===== src/rtl/core/tccs_pkg.sv =====
`timescale 1ns / 1ps
// ============================================================================
// tccs_pkg
// Shared constants and control/status types for the text console writer.
// ============================================================================
package tccs_pkg;

  localparam int unsigned CHAR_W    = 8;
  localparam int unsigned ATTR_W    = 8;
  localparam int unsigned CELL_W    = CHAR_W + ATTR_W;
  localparam int unsigned PORT_ROW_W = 5;
  localparam int unsigned PORT_COL_W = 7;

  localparam int unsigned CFG_ADDR_W = 3;
  localparam int unsigned CFG_DATA_W = 32;
  localparam logic [0:0]  REG_TEXT_ATTR = 1'b0;

  localparam logic        CMD_PUT  = 1'b0;
  localparam logic        CMD_READ = 1'b1;

  localparam logic [CHAR_W-1:0] CHAR_NEWLINE = 8'h0A;
  localparam logic [CHAR_W-1:0] CHAR_SPACE   = 8'h20;
  localparam logic [ATTR_W-1:0] ATTR_RESET   = 8'h0F;

  typedef struct packed {
    logic clr_step;
    logic load;
    logic calc_row;
    logic calc_addr;
    logic mem_wr;
    logic mem_rd;
    logic advance;
    logic scrl_step;
    logic result;
  } ctrl_cmd_t;

  typedef struct packed {
    logic is_read;
    logic is_newline;
    logic in_range;
    logic need_scroll;
    logic clr_last;
    logic row_last;
  } dp_sts_t;

endpackage


===== src/rtl/core/tccs_ctrl.sv =====
`timescale 1ns / 1ps
// ============================================================================
// tccs_ctrl
// Sequencer: post-reset clear sweep, per-beat steps, scroll blanking sweep.
// ============================================================================
module tccs_ctrl (
  input  logic                clk,
  input  logic                rst_n,
  input  logic                in_valid,
  output logic                in_ready,
  input  logic                out_ready,
  output logic                out_valid,
  input  tccs_pkg::dp_sts_t   sts,
  output tccs_pkg::ctrl_cmd_t cmd
);

  typedef enum logic [7:0] {
    S_CLEAR = 8'b0000_0001,
    S_IDLE  = 8'b0000_0010,
    S_ROW   = 8'b0000_0100,
    S_ADDR  = 8'b0000_1000,
    S_MEM   = 8'b0001_0000,
    S_ADV   = 8'b0010_0000,
    S_SCRL  = 8'b0100_0000,
    S_DONE  = 8'b1000_0000
  } state_t;

  state_t state_r, state_nxt;
  logic   out_valid_r, out_valid_nxt;

  always_comb begin
    state_nxt = state_r;
    cmd       = '0;
    unique case (state_r)
      S_CLEAR: begin
        cmd.clr_step = 1'b1;
        if (sts.clr_last) begin
          state_nxt = S_IDLE;
        end
      end
      S_IDLE: begin
        if (in_valid) begin
          cmd.load  = 1'b1;
          state_nxt = S_ROW;
        end
      end
      S_ROW: begin
        cmd.calc_row = 1'b1;
        state_nxt    = S_ADDR;
      end
      S_ADDR: begin
        cmd.calc_addr = 1'b1;
        if (sts.is_read) begin
          state_nxt = sts.in_range ? S_MEM : S_DONE;
        end else begin
          state_nxt = sts.is_newline ? S_ADV : S_MEM;
        end
      end
      S_MEM: begin
        if (sts.is_read) begin
          cmd.mem_rd = 1'b1;
          state_nxt  = S_DONE;
        end else begin
          cmd.mem_wr = 1'b1;
          state_nxt  = S_ADV;
        end
      end
      S_ADV: begin
        cmd.advance = 1'b1;
        state_nxt   = sts.need_scroll ? S_SCRL : S_DONE;
      end
      S_SCRL: begin
        cmd.scrl_step = 1'b1;
        if (sts.row_last) begin
          state_nxt = S_DONE;
        end
      end
      S_DONE: begin
        if (!out_valid_r || out_ready) begin
          cmd.result = 1'b1;
          state_nxt  = S_IDLE;
        end
      end
      default: begin
        state_nxt = S_CLEAR;
      end
    endcase
  end

  always_comb begin
    out_valid_nxt = out_valid_r;
    if (out_valid_r && out_ready) begin
      out_valid_nxt = 1'b0;
    end
    if (cmd.result) begin
      out_valid_nxt = 1'b1;
    end
  end

  always_ff @(posedge clk) begin
    if (!rst_n) begin
      state_r     <= S_CLEAR;
      out_valid_r <= 1'b0;
    end else begin
      state_r     <= state_nxt;
      out_valid_r <= out_valid_nxt;
    end
  end

  assign in_ready  = (state_r == S_IDLE);
  assign out_valid = out_valid_r;

endmodule


===== config.mk =====
export PLATFORM = sky130hd
export DESIGN_NAME = tccs_ctrl
export DESIGN_NICKNAME = d
export VERILOG_FILES = /design/src/rtl/core/tccs_pkg.sv /design/src/rtl/core/tccs_ctrl.sv
export SDC_FILE = /design/constraint.sdc
export NUM_CORES = 1
export LEC_CHECK = 0
export ABC_AREA = 0
export ABC_CLOCK_PERIOD_IN_PS = 6200
export BUFFER_PORTS_ARGS = -buffer_cell sky130_fd_sc_hd__buf_2
export CAP_MARGIN = 30
export CORE_MARGIN = 4
export CORE_UTILIZATION = 53
export DETAILED_ROUTE_END_ITERATION = 8
export PLACE_DENSITY_LB_ADDON = 0.2
export SLEW_MARGIN = 20
export SYNTH_ARGS = -nofsm -noshare
export SYNTH_HDL_FRONTEND = slang
export SYNTH_SLANG_ARGS = --single-unit

===== constraint.sdc =====
create_clock -name clk -period 6.2 [get_ports clk]
set_clock_uncertainty 0.1 [all_clocks]
set_input_delay 0.62 -clock clk [delete_from_list [all_inputs] [get_ports clk]]
set_output_delay 0.62 -clock clk [all_outputs]
set_load 0.01 [all_outputs]

* After elaboration in Yosys (flattened, before gate mapping)
Index checks and enable logic that the tools add are counted.
W data, S select, Z words.
** Word-level totals
- Flip-flop bits (word level) :: 9
- Latch bits :: 0
- Bits in writable memories :: 0
- Bits in read-only memories :: 0
- Input bits :: 10
- Logic and storage cells :: 43
- Memories kept :: 0
** Operators by class
- Add/subtract/negate cells :: 0
- Multipliers :: 0
- Div/mod/pow operators :: 0
- $lt $le $gt $ge :: 0
- Eq/ne operators :: 12
- Shift-type cells :: 0
- Multiplexer cells :: 24
- Bitwise operators :: 0
- Reduce and logical (&&, ||, !) cells :: 5
** Operators with widths (number)
- $mux W8 :: 8
- $pmux W8 S8 :: 1
- $mux W1 :: 13
- $eq A8 B1 Y1 const B :: 1
- $eq A8 B2 Y1 const B :: 1
- $eq A8 B3 Y1 const B :: 1
- $eq A8 B4 Y1 const B :: 1
- $eq A8 B5 Y1 const B :: 1
- $eq A8 B6 Y1 const B :: 1
- $eq A8 B7 Y1 const B :: 1
- $eq A8 B8 Y1 const B :: 1
- $ne A2 B2 Y1 const B :: 4
- $mux W6 :: 1
- $reduce_and A4 Y1 :: 1
- $mux W2 :: 1
- $reduce_bool A2 Y1 :: 1
- $logic_and A1 B1 Y1 :: 1
- $logic_not A1 Y1 :: 1
- $logic_or A1 B1 Y1 :: 1

* Longest topological paths before layout
- Word-level depth :: 5
- Gate-level depth with buffers :: 6

* Worst setup path after synthesis
Ideal clock, no wire load.
- Kind :: reg2out
- From :: register state_r[7]
- To :: output cmd[3] in the netlist's numbering
- Arrival :: 1.743 ns
- Path slack :: 3.737 ns
- Stages on the path, launching flop included :: 6
- Cells stage by stage :: dfxtp_1 > buf_6 > or4_4 > buf_6 > or4_4 > nor2_1
** RTL lines
- start, declared :: line tccs_ctrl.sv:28 : state_t state_r, state_nxt;
- start signal, assigned :: line tccs_ctrl.sv:105 : state_r <= state_nxt;
- end, declared :: line tccs_ctrl.sv:14 : output tccs_pkg::ctrl_cmd_t cmd

==> impl_metrics.py <==
metrics = {
    "run_status": {
        "status": "completed",
    },
    "synthesis": {
        "synth_commonest_cells": "dfxtp_1 (9), nor2_1 (7), inv_1 (5), nand2b_1 (5), nor4_1 (5)",
        "syn-num-nets": 93,
        "synth_top_area_cell": "dfxtp_1",
        "synth_ff_type": "dfxtp_1",
        "avgSynthCellArea_um2": 8.397,
        "synth_async_sr_flop_share_pct": 0,
        "netlist_area_um2": 696.9,
        "synth_seq_cells": 9,
        "ys_types": 36,
        "yosysSeqAreaShare_pct": 25.85,
        "yosysMostFrequentCell": "dfxtp_1",
        "synthCells": 83,
        "synth-edff-count": 0,
        "synth_top_area_share_pct": 25.85,
        "synth_area_leaders": "dfxtp_1 (26%), nor4_2 (5.4%), nand2b_1 (4.5%), nor4_1 (4.5%), or4b_2 (4.3%)",
        "yosysWarnings": 0,
    },
    "global_routing": {
        "grt_max_degree": 14,
        "overflow": 0,
        "antenna_found_initial": 0,
        "grt_first_pass_wirelength_um": 2580,
        "grt_pass1_vias": 601,
        "track_usage_pct": 17.55,
    },
    "final_layout": {
        "final_util_pct": 67.84,
        "drive_above_1_share_pct": 33.00,
        "n_antenna_cell": 0,
        "nNetsFinal": 111,
        "synthToLayoutAreaGrowth_pct": 14.00,
    },
    "pwr": {
        "clock_power_share_pct": 22.3,
        "power_density_nw_per_um2": 262.8,
        "p_int_uw": 129.1,
        "p_comb_share_pct": 38.0,
        "netSwitchingFraction_pct": 38.18,
        "total_power_uw": 208.8,
        "p_leak_nw": 0.3428,
        "p_seq_share_pct": 39.8,
        "ir_drop_mv": 0.1874,
        "switchingPower_uw": 79.72,
    },
    "clock_tree": {
        "cts_root_buf": "clkbuf_4",
        "cts_buffer_depth": 2,
        "cts_max_level": 1,
        "cts_hold_buf": 0,
        "clkLatencyLatePin_ps": 270,
        "cts_tree": "yes",
        "cts_resized": 0,
        "clock_sinks": 9,
        "path_clk_slew_ps": 60,
        "cts_inserted_buffers": 3,
        "post_cts_buffers": 0,
    },
    "setup_path": {
        "rr_worst_depth": 4,
        "regToRegSetupSlack_ps": 4080,
        "slowest_stage": "or4_4",
        "critical-path-top-delay-family": "simple AND/OR/NAND/NOR gates",
        "max_stage_delay_ps": 610,
        "crit_top_cell": "or4_4",
        "end_kind": "output port",
        "reg2reg_to": "state_r[7]$_SDFFE_PN0P_",
        "worstPathRequired_ps": 5480,
        "cp.arrival_ps": 2040,
        "crit_buf_inv": 1,
        "critical_path.startpoint_type": "flop",
        "path_class": "reg2out",
        "cp_max_fo": 12,
        "r2r_start": "state_r[7]$_SDFFE_PN0P_",
        "crit_chain": "or4_4 > or4_4 > nor2_1 > buf_2",
    },
    "min_path": {
        "hold_end": "state_r[5]$_SDFFE_PN0P_",
        "hp-start": "sts[5]",
        "holdPathStages": 2,
        "worstHoldPathType": "in2reg",
    },
    "floorplanning": {
        "fp.dieW_um": 44.26,
        "fp.dieArea_um2": 1959,
        "coreArea_um2": 1171,
        "initial_core_util_pct": 59.51,
        "fp.dieH_um": 44.26,
        "rows": 12,
        "ios": 21,
    },
    "timing": {
        "rsz0062_at_grt": "false",
        "maxSlewViolCount": 0,
        "worst_pin_slew_ps": 546.6,
        "period_needed_ps": 2757,
        "slew_headroom_pct": 63.23,
        "fin_ws_ps": 3443,
        "finalHoldViolCount": 0,
        "fmax_mhz": 362.7,
        "fin_tns_setup_ps": 0,
        "finalSetupViolations": 0,
        "fin_crit_sh_pct": 44.47,
    },
    "routing": {
        "vias_per_cell": 6.140,
        "ant_nets": 0,
        "drc": 0,
        "routed-via-count": 700,
        "drtPass1Iterations": 4,
        "avgRoutedWirePerCell_um": 14.24,
        "drt_wl_total_um": 1623,
        "drtIter0Drc": 10,
    },
    "placed_design": {
        "portBuffers": 20,
        "hpwl_um": 1246,
        "place.gp.congestion": 0.7557,
        "place_ws_ps": 3730,
    },
    "run": {
        "maxCapViolations": 0,
    },
}
-- final cells by class --
class,count,area [um^2]
Multi-Input combinational cell,62,451.7
Fill cell,98,376.6
Sequential cell,9,180.2
Timing Repair Buffer,20,100.1
Clock buffer,4,26.28
Inverter,5,18.77
Tap cell,14,17.52
-- state kept, by name (all words and copies together), names as in the netlist --
| register | flops |
|---|---|
| state_r | 8 |
| out_valid | 1 |
-- cells in the final DEF, fill, tap and decap left out, types with 2 or more instances in the layout --
master and instances:
clkbuf_4 3, inv_1 5, nor2_1 7, nand3_1 2
nand2_1 4, buf_2 20, o211ai_1 3, and2_1 4
or4_4 2, nand2b_1 5, nor3_1 2, o21ai_0 2
nor4_2 3, xor2_1 2, and3_1 2, nor4_1 5
or4b_2 3, dfxtp_1 9
-- per-stage QoR --
step | instance area, um^2 | std cells | hold WS [ps]
finish | 794.5 | 114 | 474.7
global route | 794.5 | 114 | 471.7
CTS | 794.5 | 114 | 466.4
detailed placement | 768.2 | 110 | 513.4
global placement | 768.2 | 110 | 495.9
floorplan | 696.9 | 83 | 541.9
-- power by group through the flow --
stage	combinational (mW)	sequential (mW)	clock (mW)
after CTS	0.0790	0.0825	0.0478
after global routing	0.0879	0.0848	0.0519
after detailed placement	0.0789	0.0835	0
after floorplan	0.0792	0.0699	0
final	0.0793	0.0830	0.0465
after global placement	0.0790	0.0820	0
-- how the worst max path moves through the flow --
stage / from / slack (ps) / endpoint / depth (start not counted)
after detailed placement: state_r[0]$_SDFFE_PN1P_ / 3730 / cmd[3] / 4
final: state_r[0]$_SDFFE_PN1P_ / 3440 / cmd[3] / 4
after CTS: state_r[0]$_SDFFE_PN1P_ / 3440 / cmd[3] / 4
after global routing: state_r[0]$_SDFFE_PN1P_ / 3350 / cmd[4] / 4
after global placement: state_r[7]$_SDFFE_PN0P_ / 3760 / cmd[4] / 4
after floorplan: state_r[7]$_SDFFE_PN0P_ / 3740 / cmd[3] / 5
-- logic make-up after synthesis --
group	count (synthesis)	share of synthesized area [%]
muxes	1	1.436
and+or+nand+nor	44	42.01
DFF	9	25.85
buffers and inverters	12	9.335
xor gates and xnor gates	2	2.514
AOI/OAI and AO/OA	15	18.85
-- per-layer routing --
metal	GRT usage, %	vias to the layer above	wire length (um)
met1	22.38	325	730
met3	6.911	3	98
met4	5.422	0	13
met2	27.03	21	781
met5	0	-	0
li1	-	351	-
(Power assumes the default switching activity.)
